### config.mk
export PLATFORM = sky130hd
export DESIGN_NAME = triangle_primitive_assembler_flat
export DESIGN_NICKNAME = d
export VERILOG_FILES = /design/src/rtl/tpa_pkg.sv /design/src/rtl/tpa_in_if.sv /design/src/rtl/tpa_out_if.sv /design/src/rtl/triangle_primitive_assembler.sv /design/src/rtl/tpa_front.sv /design/src/rtl/tpa_queue.sv /design/src/rtl/tpa_back.sv /design/src/flat_wrapper.sv
export VERILOG_INCLUDE_DIRS = /design/src /design/src/rtl
export SDC_FILE = /design/constraint.sdc
export NUM_CORES = 1
export LEC_CHECK = 0
export ABC_CLOCK_PERIOD_IN_PS = 37400
export BUFFER_PORTS_ARGS = -buffer_cell sky130_fd_sc_hd__buf_2
export CORE_MARGIN = 8
export CORE_UTILIZATION = 60
export CTS_CLUSTER_SIZE = 10
export DETAILED_ROUTE_END_ITERATION = 6
export HOLD_SLACK_MARGIN = 0.08
export PLACE_DENSITY = 0.85
export SLEW_MARGIN = 20
export SYNTH_ARGS = -nofsm -noshare
export SYNTH_HDL_FRONTEND = slang
export SYNTH_SLANG_ARGS = --single-unit
### constraint.sdc
create_clock -name clk -period 37.4 [get_ports clk]
set_clock_uncertainty 0.05 [all_clocks]
set_input_delay 3.74 -clock clk [delete_from_list [all_inputs] [get_ports clk]]
set_output_delay 3.74 -clock clk [all_outputs]
set_load 0.1 [all_outputs]
### src/rtl/triangle_primitive_assembler_assert.svh
// Assertion macros for the triangle primitive assembler.
// Every macro expects clk and arst_n to be visible where it is used.
`ifndef TRIANGLE_PRIMITIVE_ASSEMBLER_ASSERT_SVH
`define TRIANGLE_PRIMITIVE_ASSEMBLER_ASSERT_SVH

// The consequent must hold in the same cycle as the antecedent.
`define TPA_ASSERT_IMPLY(label, ante, cons) \
	label: assert property (@(posedge clk) disable iff (!arst_n) (ante) |-> (cons)) \
		else $error("tpa assertion failed");

// The consequent must hold in the cycle after the antecedent.
`define TPA_ASSERT_NEXT(label, ante, cons) \
	label: assert property (@(posedge clk) disable iff (!arst_n) (ante) |=> (cons)) \
		else $error("tpa assertion failed");

`endif

### src/rtl/tpa_pkg.sv
// Shared types and constants of the triangle primitive assembler.
// No dependencies; the top level, front end, queue and emitter refer to it.
package tpa_pkg;

	typedef enum logic {
		OP_BEGIN  = 1'b0,
		OP_VERTEX = 1'b1
	} op_e_t;

	typedef enum logic [1:0] {
		MODE_TRI   = 2'd0,
		MODE_FAN   = 2'd1,
		MODE_STRIP = 2'd2,
		MODE_NONE  = 2'd3
	} mode_t;

	typedef enum logic [1:0] {
		PH_FIRST  = 2'd0,
		PH_SECOND = 2'd1,
		PH_RUN    = 2'd2
	} phase_t;

	// Each queued command carries three vertex slots; slot 2 is always the new vertex.
	localparam int unsigned NUM_SLOTS = 3;
	localparam logic [1:0] SLOT_FIRST = 2'd0;
	localparam logic [1:0] SLOT_LAST = 2'd2;

	localparam int unsigned QUEUE_DEPTH = 2;
	localparam int unsigned QPTR_W = $clog2(QUEUE_DEPTH);
	localparam int unsigned QLEVEL_W = $clog2(QUEUE_DEPTH + 1);

endpackage

### src/rtl/tpa_in_if.sv
// Input channel of the triangle primitive assembler: begin and vertex items.
// Valid/ready handshake; depends on nothing else.
interface tpa_in_if #(
	parameter int COORD_WIDTH = 32
);
	logic                          valid;
	logic                          ready;
	logic                          op;
	logic [1:0]                    prim_type;
	logic signed [COORD_WIDTH-1:0] vert_x;
	logic signed [COORD_WIDTH-1:0] vert_y;

	modport source (output valid, op, prim_type, vert_x, vert_y, input ready);
	modport sink (input valid, op, prim_type, vert_x, vert_y, output ready);
endinterface

### src/rtl/tpa_out_if.sv
// Output channel of the triangle primitive assembler: one list vertex per item.
// Valid/ready handshake; depends on nothing else.
interface tpa_out_if #(
	parameter int COORD_WIDTH = 32
);
	logic                          valid;
	logic                          ready;
	logic signed [COORD_WIDTH-1:0] out_x;
	logic signed [COORD_WIDTH-1:0] out_y;
	logic                          last;

	modport source (output valid, out_x, out_y, last, input ready);
	modport sink (input valid, out_x, out_y, last, output ready);
endinterface

### src/rtl/triangle_primitive_assembler.sv
// Triangle primitive assembler.
//
// Channels: "vertices" takes begin items (op 0, prim_type picks list, fan,
// strip or unsupported) and vertex items (op 1, vert_x/vert_y in signed
// Q16.16). "triangles" gives plain triangle-list vertices, one per item,
// with last set on the final vertex produced by one input item.
// A list vertex produces one item; a fan or strip vertex from the third on
// produces three; begin items, the first two fan/strip vertices and
// vertices of an unsupported type produce none.
// A vertex's first result passes through the command queue and then the
// emitter's command register before it is valid. Throughput: the single
// output port sets the pace, so a fan or strip vertex takes three output
// items and a list vertex one; the front end keeps accepting while a
// two-entry command queue has room, and items that produce nothing are
// taken every cycle while it has room.
// Reset clears the mode to unsupported, the phase and parity to zero and
// empties the queue; no clearing pass is needed.
// When the receiver stalls, the current vertex holds on the output, the
// queue fills, and then the input channel drops ready.
// Depends on tpa_pkg, the two channel interfaces and the assert macros.
`include "triangle_primitive_assembler_assert.svh"

module triangle_primitive_assembler #(
	parameter int COORD_WIDTH = 32
) (
	input  logic      clk,
	input  logic      arst_n,
	tpa_in_if.sink    vertices,
	tpa_out_if.source triangles
);

	localparam int CMD_W = 6 * COORD_WIDTH + 1;

	logic                         push;
	logic [CMD_W-1:0]             push_data;
	logic                         pop;
	logic [CMD_W-1:0]             pop_data;
	logic                         q_full;
	logic                         q_empty;
	logic [tpa_pkg::QLEVEL_W-1:0] q_level;

	tpa_front #(
		.COORD_WIDTH(COORD_WIDTH),
		.CMD_W(CMD_W)
	) u_front (
		.clk(clk),
		.arst_n(arst_n),
		.vertices(vertices),
		.full(q_full),
		.push(push),
		.push_data(push_data)
	);

	tpa_queue #(
		.CMD_W(CMD_W)
	) u_queue (
		.clk(clk),
		.arst_n(arst_n),
		.push(push),
		.push_data(push_data),
		.pop(pop),
		.pop_data(pop_data),
		.full(q_full),
		.empty(q_empty),
		.level(q_level)
	);

	tpa_back #(
		.COORD_WIDTH(COORD_WIDTH),
		.CMD_W(CMD_W)
	) u_back (
		.clk(clk),
		.arst_n(arst_n),
		.empty(q_empty),
		.pop_data(pop_data),
		.pop(pop),
		.triangles(triangles)
	);

	// The queue can only fill up while the emitter is holding a command.
	`TPA_ASSERT_IMPLY(a_full_means_busy, q_full, triangles.valid)
	// The front end never pushes into a full queue.
	`TPA_ASSERT_IMPLY(a_no_push_when_full, push, !q_full)
	// Handing over the final vertex with nothing queued leaves the output idle.
	`TPA_ASSERT_NEXT(a_drain_to_idle,
		triangles.valid && triangles.ready && triangles.last && q_empty, !triangles.valid)
	// The level never runs past the queue depth.
	`TPA_ASSERT_IMPLY(a_level_bound, 1'b1, q_level <= tpa_pkg::QUEUE_DEPTH)

endmodule

### src/rtl/tpa_front.sv
// Front end: accepts begin and vertex items, tracks the primitive state and
// builds one emit command per producing vertex. Depends on tpa_pkg and tpa_in_if.
module tpa_front #(
	parameter int COORD_WIDTH = 32,
	parameter int CMD_W = 6 * COORD_WIDTH + 1
) (
	input  logic             clk,
	input  logic             arst_n,
	tpa_in_if.sink           vertices,
	input  logic             full,
	output logic             push,
	output logic [CMD_W-1:0] push_data
);

	logic                   accept;
	logic                   is_vertex;
	logic                   single;
	logic [COORD_WIDTH-1:0] e0_x, e0_y, e1_x, e1_y;

	tpa_pkg::mode_t  mode_q;
	tpa_pkg::phase_t phase_q;
	logic            parity_q;
	logic [COORD_WIDTH-1:0] origin_x_q, origin_y_q;
	logic [COORD_WIDTH-1:0] prev_x_q, prev_y_q;
	logic [COORD_WIDTH-1:0] pprev_x_q, pprev_y_q;

	assign vertices.ready = !full;
	assign accept = vertices.valid && !full;
	assign is_vertex = (vertices.op == tpa_pkg::OP_VERTEX);

	always_comb begin
		push = 1'b0;
		single = 1'b0;
		e0_x = prev_x_q;
		e0_y = prev_y_q;
		e1_x = pprev_x_q;
		e1_y = pprev_y_q;
		if (accept && is_vertex) begin
			case (mode_q)
				tpa_pkg::MODE_TRI: begin
					push = 1'b1;
					single = 1'b1;
				end
				tpa_pkg::MODE_FAN: begin
					if (phase_q == tpa_pkg::PH_RUN) begin
						push = 1'b1;
						e0_x = origin_x_q;
						e0_y = origin_y_q;
						e1_x = prev_x_q;
						e1_y = prev_y_q;
					end
				end
				tpa_pkg::MODE_STRIP: begin
					if (phase_q == tpa_pkg::PH_RUN) begin
						push = 1'b1;
						// Even parity swaps the two stored vertices.
						if (!parity_q) begin
							e0_x = pprev_x_q;
							e0_y = pprev_y_q;
							e1_x = prev_x_q;
							e1_y = prev_y_q;
						end
					end
				end
				default: begin
					push = 1'b0;
				end
			endcase
		end
	end

	assign push_data = {single, vertices.vert_y, vertices.vert_x, e1_y, e1_x, e0_y, e0_x};

	always_ff @(posedge clk or negedge arst_n) begin
		if (!arst_n) begin
			mode_q <= tpa_pkg::MODE_NONE;
			phase_q <= tpa_pkg::PH_FIRST;
			parity_q <= 1'b0;
			origin_x_q <= '0;
			origin_y_q <= '0;
			prev_x_q <= '0;
			prev_y_q <= '0;
			pprev_x_q <= '0;
			pprev_y_q <= '0;
		end else if (accept) begin
			if (!is_vertex) begin
				mode_q <= tpa_pkg::mode_t'(vertices.prim_type);
				phase_q <= tpa_pkg::PH_FIRST;
				parity_q <= 1'b0;
			end else if (mode_q == tpa_pkg::MODE_FAN) begin
				case (phase_q)
					tpa_pkg::PH_FIRST: begin
						origin_x_q <= vertices.vert_x;
						origin_y_q <= vertices.vert_y;
						phase_q <= tpa_pkg::PH_SECOND;
					end
					tpa_pkg::PH_SECOND: begin
						prev_x_q <= vertices.vert_x;
						prev_y_q <= vertices.vert_y;
						phase_q <= tpa_pkg::PH_RUN;
					end
					default: begin
						prev_x_q <= vertices.vert_x;
						prev_y_q <= vertices.vert_y;
					end
				endcase
			end else if (mode_q == tpa_pkg::MODE_STRIP) begin
				case (phase_q)
					tpa_pkg::PH_FIRST: begin
						pprev_x_q <= vertices.vert_x;
						pprev_y_q <= vertices.vert_y;
						phase_q <= tpa_pkg::PH_SECOND;
					end
					tpa_pkg::PH_SECOND: begin
						prev_x_q <= vertices.vert_x;
						prev_y_q <= vertices.vert_y;
						phase_q <= tpa_pkg::PH_RUN;
						parity_q <= ~parity_q;
					end
					default: begin
						pprev_x_q <= prev_x_q;
						pprev_y_q <= prev_y_q;
						prev_x_q <= vertices.vert_x;
						prev_y_q <= vertices.vert_y;
						parity_q <= ~parity_q;
					end
				endcase
			end
		end
	end

endmodule

### src/rtl/tpa_queue.sv
// Short command queue between the front end and the emitter.
// Depends on tpa_pkg for its depth.
module tpa_queue #(
	parameter int CMD_W = 193
) (
	input  logic                          clk,
	input  logic                          arst_n,
	input  logic                          push,
	input  logic [CMD_W-1:0]              push_data,
	input  logic                          pop,
	output logic [CMD_W-1:0]              pop_data,
	output logic                          full,
	output logic                          empty,
	output logic [tpa_pkg::QLEVEL_W-1:0]  level
);

	logic [CMD_W-1:0]            slots_q [tpa_pkg::QUEUE_DEPTH];
	logic [tpa_pkg::QPTR_W-1:0]  wr_ptr_q;
	logic [tpa_pkg::QPTR_W-1:0]  rd_ptr_q;
	logic [tpa_pkg::QLEVEL_W-1:0] level_q;
	logic                         do_push;
	logic                         do_pop;

	assign full = (level_q == tpa_pkg::QLEVEL_W'(tpa_pkg::QUEUE_DEPTH));
	assign empty = (level_q == '0);
	assign level = level_q;
	assign pop_data = slots_q[rd_ptr_q];
	assign do_push = push && !full;
	assign do_pop = pop && !empty;

	always_ff @(posedge clk) begin
		if (do_push) begin
			slots_q[wr_ptr_q] <= push_data;
		end
	end

	always_ff @(posedge clk or negedge arst_n) begin
		if (!arst_n) begin
			wr_ptr_q <= '0;
			rd_ptr_q <= '0;
			level_q <= '0;
		end else begin
			if (do_push) begin
				wr_ptr_q <= (wr_ptr_q == tpa_pkg::QPTR_W'(tpa_pkg::QUEUE_DEPTH - 1)) ?
					'0 : wr_ptr_q + 1'b1;
			end
			if (do_pop) begin
				rd_ptr_q <= (rd_ptr_q == tpa_pkg::QPTR_W'(tpa_pkg::QUEUE_DEPTH - 1)) ?
					'0 : rd_ptr_q + 1'b1;
			end
			if (do_push && !do_pop) begin
				level_q <= level_q + 1'b1;
			end else if (do_pop && !do_push) begin
				level_q <= level_q - 1'b1;
			end
		end
	end

endmodule

### src/rtl/tpa_back.sv
// Emitter: takes one command at a time from the queue and sends its vertices
// one per item, flagging the final one. Depends on tpa_pkg and tpa_out_if.
module tpa_back #(
	parameter int COORD_WIDTH = 32,
	parameter int CMD_W = 6 * COORD_WIDTH + 1
) (
	input  logic             clk,
	input  logic             arst_n,
	input  logic             empty,
	input  logic [CMD_W-1:0] pop_data,
	output logic             pop,
	tpa_out_if.source        triangles
);

	logic [CMD_W-2:0] cmd_q;
	logic [1:0]       slot_q;
	logic             busy_q;
	logic             done;

	assign done = triangles.ready && (slot_q == tpa_pkg::SLOT_LAST);
	// A new command loads on the cycle the previous one hands over its final vertex.
	assign pop = !empty && (!busy_q || done);

	assign triangles.valid = busy_q;
	assign triangles.last = (slot_q == tpa_pkg::SLOT_LAST);

	always_comb begin
		case (slot_q)
			tpa_pkg::SLOT_FIRST: begin
				triangles.out_x = cmd_q[COORD_WIDTH-1:0];
				triangles.out_y = cmd_q[2*COORD_WIDTH-1:COORD_WIDTH];
			end
			tpa_pkg::SLOT_LAST: begin
				triangles.out_x = cmd_q[5*COORD_WIDTH-1:4*COORD_WIDTH];
				triangles.out_y = cmd_q[6*COORD_WIDTH-1:5*COORD_WIDTH];
			end
			default: begin
				triangles.out_x = cmd_q[3*COORD_WIDTH-1:2*COORD_WIDTH];
				triangles.out_y = cmd_q[4*COORD_WIDTH-1:3*COORD_WIDTH];
			end
		endcase
	end

	always_ff @(posedge clk) begin
		if (pop) begin
			cmd_q <= pop_data[CMD_W-2:0];
		end
	end

	always_ff @(posedge clk or negedge arst_n) begin
		if (!arst_n) begin
			busy_q <= 1'b0;
			slot_q <= tpa_pkg::SLOT_FIRST;
		end else if (pop) begin
			busy_q <= 1'b1;
			// A list vertex is a single-vertex command: start at the last slot.
			slot_q <= pop_data[CMD_W-1] ? tpa_pkg::SLOT_LAST : tpa_pkg::SLOT_FIRST;
		end else if (busy_q && triangles.ready) begin
			if (slot_q == tpa_pkg::SLOT_LAST) begin
				busy_q <= 1'b0;
			end else begin
				slot_q <= slot_q + 2'd1;
			end
		end
	end

endmodule
### src/flat_wrapper.sv
// flat-port wrapper written by rule: the top's interface ports become plain ports
module triangle_primitive_assembler_flat 
#(
	parameter int COORD_WIDTH = 32
)
  (clk, arst_n, vertices_valid, vertices_op, vertices_prim_type, vertices_vert_x, vertices_vert_y, vertices_ready, triangles_valid, triangles_out_x, triangles_out_y, triangles_last, triangles_ready);
  tpa_in_if #(.COORD_WIDTH(COORD_WIDTH)) vertices_i ();
  tpa_out_if #(.COORD_WIDTH(COORD_WIDTH)) triangles_i ();
  input  logic clk;
  input  logic arst_n;
  input wire logic [$bits(vertices_i.valid)-1:0] vertices_valid;
  input wire logic [$bits(vertices_i.op)-1:0] vertices_op;
  input wire logic [$bits(vertices_i.prim_type)-1:0] vertices_prim_type;
  input wire logic [$bits(vertices_i.vert_x)-1:0] vertices_vert_x;
  input wire logic [$bits(vertices_i.vert_y)-1:0] vertices_vert_y;
  output wire logic [$bits(vertices_i.ready)-1:0] vertices_ready;
  output wire logic [$bits(triangles_i.valid)-1:0] triangles_valid;
  output wire logic [$bits(triangles_i.out_x)-1:0] triangles_out_x;
  output wire logic [$bits(triangles_i.out_y)-1:0] triangles_out_y;
  output wire logic [$bits(triangles_i.last)-1:0] triangles_last;
  input wire logic [$bits(triangles_i.ready)-1:0] triangles_ready;
  assign vertices_i.valid = vertices_valid;
  assign vertices_i.op = vertices_op;
  assign vertices_i.prim_type = vertices_prim_type;
  assign vertices_i.vert_x = vertices_vert_x;
  assign vertices_i.vert_y = vertices_vert_y;
  assign vertices_ready = vertices_i.ready;
  assign triangles_valid = triangles_i.valid;
  assign triangles_out_x = triangles_i.out_x;
  assign triangles_out_y = triangles_i.out_y;
  assign triangles_last = triangles_i.last;
  assign triangles_i.ready = triangles_ready;
  triangle_primitive_assembler #(.COORD_WIDTH(COORD_WIDTH)) u_core (.clk(clk), .arst_n(arst_n), .vertices(vertices_i), .triangles(triangles_i));
endmodule
==> results of run 1 <==
worst reg2reg max path: cells and delay by family (launching register included):
kind	cells	cell delay, ns
adders and majority gates	1	0.35
AOI/OAI and AO/OA	2	1.03
buffers and inverters	3	1.80
and+or+nand+nor	1	0.11
DFF	1	0.55
routing by layer:
layer  up-vias  part of all wire (%)  wire length, µm  GRT usage, %
met5         -                  0.10               74             0
met2       932                    51            36800          39.3
met3       170                   8.2             5920          5.29
li1       7492                     -                -             -
met1      9189                    38            27400          29.1
met4        12                   3.3             2420          10.7
flip-flops by register name, summed over array words and instances, names as in the netlist, 2 cells and up:
register / flops
u_core.u_back.cmd_q: 192
u_core.u_back.slot_q: 2
u_core.u_front.mode_q: 2
u_core.u_front.origin_x_q: 32
u_core.u_front.origin_y_q: 32
u_core.u_front.phase_q: 2
u_core.u_front.pprev_x_q: 32
u_core.u_front.pprev_y_q: 32
u_core.u_front.prev_x_q: 32
u_core.u_front.prev_y_q: 32
u_core.u_queue.level: 2
u_core.u_queue.slots_q: 386
area by class of cell:
cell class | instances | share of cell area [%]
diodes | 6 | 0.0427
clock buffers | 162 | 7.36
clock inverters | 3 | 0.0748
inverters | 6 | 0.0641
multi-input cells | 968 | 23.4
flip-flops and latches | 782 | 64.0
well taps | 680 | 2.42
repair buffers | 159 | 2.70
through the flow:
stage / util, % / instances / hold slack [ns]
floorplan: - / 1877 / 0.406
global placement: 63.1 / 2592 / 0.423
detailed placement: 63.1 / 2592 / 0.434
CTS: 68.1 / 2757 / 0.446
global route: 68.3 / 2762 / 0.473
finish: 68.3 / 2766 / 0.446
how the worst max path moves through the flow:
| stage | from | to | slack, ns | cells past startpoint |
|---|---|---|---|---|
| 2_1_floorplan | vertices_op | u_core.u_queue.slots_q[0][0] | 13.96 | 3 |
| 3_5_place_dp | u_core.u_back.slot_q[1] | triangles_out_x[30] | 30.39 | 7 |
| 3_3_place_gp | vertices_op | u_core.u_front.prev_x_q[31] | 30.43 | 6 |
| 5_1_grt | u_core.u_back.slot_q[1] | triangles_out_y[2] | 29.56 | 7 |
| 4_1_cts | u_core.u_back.slot_q[1] | triangles_out_y[2] | 29.70 | 7 |
| 6_report | u_core.u_back.slot_q[1] | triangles_out_x[30] | 29.73 | 7 |
cell usage after synthesis (4+ instances only):
cell	count
mux2_2	258
clkbuf_1	52
dfrtp_1	202
buf_6	11
mux2_1	5
ha_1	7
buf_2	54
xor2_1	4
edfxtp_1	578
mux2_4	60
nand2b_1	4
mux2i_1	65
nand2_1	133
a21oi_1	69
a22oi_1	127
o2bb2ai_1	64
inv_1	6
nor2_1	75
a22o_1	64
kinds of logic (layout without fill, tap and decap cells):
family | after synthesis | in the layout | share of synthesized area (%)
flip-flops | 782 | 782 | 72.0
AO/OA/AOI/OAI | 332 | 332 | 7.95
multiplexers | 388 | 388 | 14.5
XOR/XNOR | 6 | 6 | 0.168
AND/OR/NAND/NOR | 235 | 235 | 3.16
adder cells (fa/ha/maj) | 7 | 7 | 0.281
other | 0 | 6 | 0
buffers and inverters | 127 | 330 | 2.02
==> metrics.txt, run 1 <==
CP max stage delay 0.97 ns; io pins 138; WL final 72.6 mm; Syn Inst Count 1877; Worst setup EP type primary output; Final Setup Violations 0; cell taking the most area after synthesis edfxtp_1; initial core utilization 60.7%; TritonCTS Buffers 88; worst hold path startpoint u_core.u_front.origin_x_q[13]; cts repair resizes 0; # Max-Cap Violations 0; number of synthesized flops with an enable pin 578; share of layout cells above drive strength 1 28.4%; I/O Buffers 137; hold path cells 1; Final TNS setup 0 ns; Top Family by Delay on Critical Path simple AND/OR/NAND/NOR gates; die area 59600 µm²; drt first pass iters 6; Syn Area/Cell 16.6 µm²; Final nets 2083; synthesized flop and latch total 782; CTS tree done; synth unique cells 43; FF+latch area 22500 µm²; CP max-delay cell nor2_4; clk buf depth 3; CP Class flop to primary output; Startpoint Class flop; Placed Instance Area 32400 µm²; Max-slew headroom 23.1%; most frequent cells in the layout 578 x edfxtp_1, 258 x mux2_2, 201 x dfrtp_1, 136 x buf_2, 133 x nand2_1; Post-Place Worst Slack 30.39 ns; DR vias/cell 6.43; number of vias in the routed layout 17800; Fmax achieved 130 MHz; Chip Height 244 µm; GP Congestion 0.775; Row Count 83; area taken by multi-input logic gates 8210 µm²; top post-synthesis cells by area edfxtp_1 56%, dfrtp_1 16%, mux2_2 9.3%, a22oi_1 3.1%, mux2_4 2.9%; Critical Path AT 3.88 ns; Skew-Pair Late Insertion Delay 0.62 ns; Post-CTS Setup Inserts 0; Post-DRT Antenna Nets 0; final setup margin 29.73 ns; first-pass GRT wire length 109 mm; clock root cell clkbuf_16; Worst EP required 33.61 ns; R2R cell count 7; antenna violations before repair 11; Buf/Inv on CP 3; Yosys Warn Count 0; unrepaired setup endpoints after global routing false; Sink Count 782; Cell Area, Synth 31200 µm²; drt drc 0; Top cell by count, worst path nand2_1; period utilization 20.5%; reg2reg end u_core.u_queue.slots_q[1][62]; Wirelength per Cell 26.2 µm; register area share after synthesis 72.0%; Worst Path Max Fanout 65; commonest non-fill, non-tap cell in the layout edfxtp_1; layout filler cell count 3086; Async SR Flop Fraction 26.1%; worst slew pin tran 1.15 ns; vias in the first global route 18800; reg2reg start u_core.u_front.mode_q[0]; dpl hpwl 36.2 mm; top cell type's share of synthesized area 55.6%; syn_nets 1955; Final Max Slew Viols 0; status finished, final reports clean; Worst-path clk slew 0.06 ns; Hold Path Class flop to flop; core area 51400 µm²; P&R area growth vs syn 12.5%; largest net degree at the start of global routing 197; Min-Delay Endpoint u_core.u_front.origin_x_q[13]; crit path cell chain inv_1 > ha_4 > nor2_4 > buf_4 > nand2_1 > nand2_1 > buf_2; R2R setup slack 33.28 ns; Die W 244 µm; minimum clock period after layout 7.67 ns; Max H-tree Level 3; fin area 35100 µm²; 1st-iter DRT viols 2134; Final Hold Fails 0; gr usage total 23.5%; top_reg_cell synth edfxtp_1; CTS Hold Bufs 0; GRT overflow 0
Power of run 1 is left out: the tool's default activity adds up to more than one toggle a clock period on the data nets, which glitch-free logic cannot reach.
==> inputs of run 2 (changes only) <==
--- a/config.mk
+++ b/config.mk
@@ -6,7 +6,7 @@
 export SDC_FILE = /design/constraint.sdc
 export NUM_CORES = 1
 export LEC_CHECK = 0
-export ABC_CLOCK_PERIOD_IN_PS = 37400
+export ABC_CLOCK_PERIOD_IN_PS = 7400
 export BUFFER_PORTS_ARGS = -buffer_cell sky130_fd_sc_hd__buf_2
 export CORE_MARGIN = 8
 export CORE_UTILIZATION = 60
==> constraint.sdc (replaced) <==
create_clock -name clk -period 7.4 [get_ports clk]
set_clock_uncertainty 0.05 [all_clocks]
set_input_delay 0.74 -clock clk [delete_from_list [all_inputs] [get_ports clk]]
set_output_delay 0.74 -clock clk [all_outputs]
set_load 0.1 [all_outputs]
==> run 2 against run 1 <==
Effect of this change: register-to-register slack worse by 30 ns; count of clock-buffer cells in the layout is 5 lower; worst hold slack worse by 0.13 ns; first-iteration DRC count is 36% lower; die area stayed put; design area hardly changed; routed wire length is 7.4% lower.
==> metrics.txt, run 2 (synthesis results as in run 1) <==
number of vias in the routed layout 17200; status finished, final reports clean; CTS tree done; die area 59600 µm²; largest net degree at the start of global routing 162; # Max-Cap Violations 0; Final Setup Violations 0; Wirelength per Cell 24.3 µm; clock root cell clkbuf_16; Worst-path clk slew 0.05 ns; initial core utilization 60.7%; Die W 244 µm; drt drc 0; core area 51400 µm²; Hold Slack 0.313 ns; most frequent cells in the layout 578 x edfxtp_1, 258 x mux2_2, 201 x dfrtp_1, 136 x buf_2, 133 x nand2_1; Post-DRT Antenna Nets 0; antenna violations before repair 9; WL met1 26.2 mm; Worst setup EP type primary output; io pins 138; 1st-iter DRT viols 1364; unrepaired setup endpoints after global routing false; Row Count 83; Startpoint Class flop; fin cells 2762; Sink Count 782; commonest non-fill, non-tap cell in the layout edfxtp_1; worst slew pin tran 1.14 ns; Final nets 2083; TritonCTS Buffers 88; area taken by multi-input logic gates 8250 µm²; drt first pass iters 5; DR vias/cell 6.23; minimum clock period after layout 4.66 ns; first-pass GRT wire length 103 mm; FF+latch area 22500 µm²; I/O Buffers 137; Max-slew headroom 24.3%; share of layout cells above drive strength 1 28.5%; P&R area growth vs syn 12.4%; max FFs per register 386; Reg with most FFs u_core.u_queue.slots_q; crit path cell chain inv_1 > ha_4 > nor2_4 > buf_4 > nand2_1 > nand2_1 > buf_2; WL final 67.2 mm; Hold Path Class input port to flop; Final Hold Fails 0; clk buf depth 3; Worst EP required 6.61 ns; top routing layer used met5; largest registers u_core.u_queue.slots_q x386, u_core.u_back.cmd_q x192; Max H-tree Level 3; CP Class flop to primary output; DP Cell Count 2594; gr usage total 22.1%; dpl hpwl 35.6 mm; Critical Path AT 3.87 ns; GRT overflow 0; WL met2 34.7 mm; Worst Path Max Fanout 65; period utilization 63.0%; layout filler cell count 3137; Skew-Pair Late Insertion Delay 0.62 ns; routed wl met3 4.21 mm; CP max-delay cell nor2_4; Final Max Slew Viols 0; GP Congestion 0.755; Chip Height 244 µm; Fmax achieved 215 MHz; Top cell by count, worst path nand2_1; vias in the first global route 18300; CP max stage delay 0.90 ns
[run 2: cell count changes in the layout (fill, tap and decap cells not counted), sizes merged]
cell and delta:
buf -1, clkbuf -5, clkinv +3, diode -2, dlygate4sd3 +1
[run 2: stage by stage]
| step | setup WS (ns) | setup TNS, ns | utilization [%] | cell area [µm²] |
|---|---|---|---|---|
| 3_5_place_dp | 3.31 | 0 | 63.2 | 32500 |
| 3_3_place_gp | 3.36 | 0 | 63.2 | 32500 |
| 6_report | 2.74 | 0 | 68.3 | 35100 |
| 5_1_grt | 2.60 | 0 | 68.3 | 35100 |
| 4_1_cts | 2.67 | 0 | 68.3 | 35100 |
| 2_1_floorplan | -0.210 | -40.54 | - | 31300 |
[run 2: cell type report]
type	instances	area share (%)
Clock inverter	6	0.242
Clock buffer	157	7.19
Tap cell	680	2.42
Multi-Input combinational cell	968	23.5
Sequential cell	782	64.0
Timing Repair Buffer	159	2.54
Antenna cell	4	0.0285
Inverter	6	0.0642
[run 2: worst max-delay path, delay by kind of cell, from the launching register on]
kind,cells,cell delay [ns]
adders and majority gates,1,0.48
DFF,1,0.41
and+or+nand+nor,3,1.17
buffers and inverters,3,1.17
[run 2: what timing repair did]
item / CTS / global route
hold buffers: 1 / 0
resized for setup: 0 / 0
hold endpoints to repair: 23 / 0
setup buffers: 0 / 0
[run 2: path summary, 6_finish.rpt]
check / from / to / slack (ns) / depth (start not counted)
setup / recovery: u_core.u_back.slot_q[1] / triangles_out_y[31] / 2.74 / 7
hold reg to reg: u_core.u_front.origin_x_q[13] / u_core.u_front.origin_x_q[13] / 0.45 / 1
min in group asynchronous: arst_n / u_core.u_front.origin_y_q[26] / 0.67 / 2
max in group asynchronous: arst_n / u_core.u_queue.rd_ptr_q / 5.15 / 3
hold / removal: vertices_vert_y[18] / u_core.u_queue.slots_q[0][178] / 0.31 / 1
setup reg to reg: u_core.u_front.mode_q[0] / u_core.u_front.prev_x_q[0] / 3.27 / 7
[run 2: per-layer routing]
metal | vias to the layer above | track usage, %
met2 | 692 | 38.3
met5 | - | 0
met4 | 6 | 9.01
met1 | 8837 | 27.3
li1 | 7513 | -
met3 | 154 | 4.20
Power of run 2 is left out for the same reason.
==> inputs of run 3 (changes only) <==
--- a/config.mk
+++ b/config.mk
@@ -6,7 +6,7 @@
 export SDC_FILE = /design/constraint.sdc
 export NUM_CORES = 1
 export LEC_CHECK = 0
-export ABC_CLOCK_PERIOD_IN_PS = 7400
+export ABC_CLOCK_PERIOD_IN_PS = 4500
 export BUFFER_PORTS_ARGS = -buffer_cell sky130_fd_sc_hd__buf_2
 export CORE_MARGIN = 8
 export CORE_UTILIZATION = 60
==> constraint.sdc (replaced) <==
create_clock -name clk -period 4.5 [get_ports clk]
set_clock_uncertainty 0.05 [all_clocks]
set_input_delay 0.45 -clock clk [delete_from_list [all_inputs] [get_ports clk]]
set_output_delay 0.45 -clock clk [all_outputs]
set_load 0.1 [all_outputs]
==> run 3 against run 2 <==
Effect of this change: utilization increased by 1.6 points; design area increased by 2.4%; non-clock buffer count increased by 71; worst hold slack got worse by 0.20 ns; worst setup slack got worse by 2.2 ns; flip-flop and latch count unchanged; routed wire length increased by 3.6%; global-route usage increased by 0.64 points; cell count increased by 2.6%; sequential share of layout area decreased by 1.5 points.
==> metrics.txt, run 3 (synthesis results as in run 1) <==
status finished, final reports clean; Hold Path Class input port to flop; Row Count 83; unrepaired setup endpoints after global routing false; Critical Path Start u_core.u_back.slot_q[1]; Placed Instance Area 32600 µm²; Startpoint Class flop; gr usage total 22.8%; Die W 244 µm; Leak Pwr 13.6 nW; core area 51400 µm²; R2R setup slack 0.91 ns; Reg with most FFs u_core.u_queue.slots_q; fin area 35900 µm²; Final Hold Fails 0; largest net degree at the start of global routing 129; antenna violations before repair 5; Fmax achieved 255 MHz; GP Congestion 0.759; Sink Count 782; period utilization 87.2%; worst hold path startpoint vertices_vert_x[30]; GRT overflow 0; Final Setup Violations 0; Max-slew headroom 23.4%; largest registers u_core.u_queue.slots_q x386, u_core.u_back.cmd_q x192; reg2reg start u_core.u_front.mode_q[0]; Final Max Slew Viols 0; WL final 69.6 mm; layout filler cell count 2987; 1st-iter DRT viols 1598; dpl hpwl 35.2 mm; die area 59600 µm²; I/O Buffers 137; Max H-tree Level 3; Post-DRT Antenna Nets 0; Wirelength per Cell 24.6 µm; CP Class flop to primary output; Skew-Pair Late Insertion Delay 0.61 ns; max FFs per register 386; initial core utilization 60.7%; # Max-Cap Violations 0; Worst setup EP type primary output; P&R area growth vs syn 15.1%; drt first pass iters 7; drt drc 0; minimum clock period after layout 3.92 ns; first-pass GRT wire length 107 mm; vias in the first global route 18900; clock root cell clkbuf_16; final setup margin 0.578 ns; Peak supply drop 0.500 mV; CTS Hold Bufs 66; most frequent cells in the layout 578 x edfxtp_1, 258 x mux2_2, 200 x dfrtp_1, 136 x buf_2, 133 x nand2_1; Post-Place Worst Slack 0.974 ns; Worst EP required 4.00 ns; commonest non-fill, non-tap cell in the layout edfxtp_1; Total Power 29.1 mW; Worst Path Max Fanout 35; io pins 138; worst slew pin tran 1.15 ns; CTS tree done; Post-CTS Setup Inserts 0; Critical Path AT 3.42 ns; TritonCTS Buffers 88; cts repair resizes 0; number of vias in the routed layout 17800; Pwr Density 811 nW/µm²; Final nets 2154; Worst-path clk slew 0.05 ns; Hold Slack 0.110 ns; clk buf depth 3; share of layout cells above drive strength 1 28.2%; DR vias/cell 6.30; fin util 69.9%; Chip Height 244 µm
[run 3: changes by cell type in the layout (fill, tap and decap cells not counted), moves of 3 or more]
cell,previous run,this run
inv_1,6,3
clkbuf_16,91,94
buf_12,2,11
inv_2,0,3
dlygate4sd3_1,1,66
[run 3: routing by layer]
layer  wire [µm]  global-route usage, %
met5          18                      0
met4        1900                   9.90
met3        5540                   4.93
met2       35300                   38.5
met1       26800                   28.3
[run 3: layout make-up]
type | count | area [µm²] | share of cell area (%)
clock inverters | 2 | 25.0 | 0.0696
well taps | 680 | 851 | 2.37
clock buffers | 162 | 2610 | 7.25
inverters | 6 | 22.5 | 0.0627
repair buffers | 230 | 1700 | 4.72
multi-input cells | 968 | 8270 | 23.0
flip-flops and latches | 782 | 22500 | 62.5
diodes | 3 | 7.51 | 0.0209
[run 3: metrics by stage]
stage	std cells	setup TNS, ns
floorplan	1877	-590.11
global placement	2599	0
detailed placement	2599	0
CTS	2829	0
global route	2832	0
finish	2833	0
[run 3: worst paths after layout]
check	end	cells after the start
max in group asynchronous	u_core.u_queue.rd_ptr_q	3
worst max register to register	u_core.u_front.prev_x_q[31]	7
min in group asynchronous	u_core.u_front.origin_y_q[24]	2
worst min register to register	u_core.u_front.origin_x_q[13]	1
worst max-delay path	triangles_out_y[20]	6
worst min-delay path	u_core.u_queue.slots_q[0][158]	1
[run 3: critical path, stage by stage, from the launching register on]
cell and delay [ns]:
dfrtp_1 0.42, ha_4 0.36, nor2_4 0.83, buf_4 0.46, nand2_1 0.09, nand2_1 0.18, buf_2 0.47
[run 3: where the power goes]
group / leakage (nW) / total, mW / internal (mW) / switching [mW]
Clock: 1.25 / 6.55 / 3.88 / 2.67
Combinational: 4.60 / 11.0 / 3.25 / 7.73
Sequential: 7.72 / 11.6 / 10.4 / 1.24
Power figures use the tool's default switching activity.
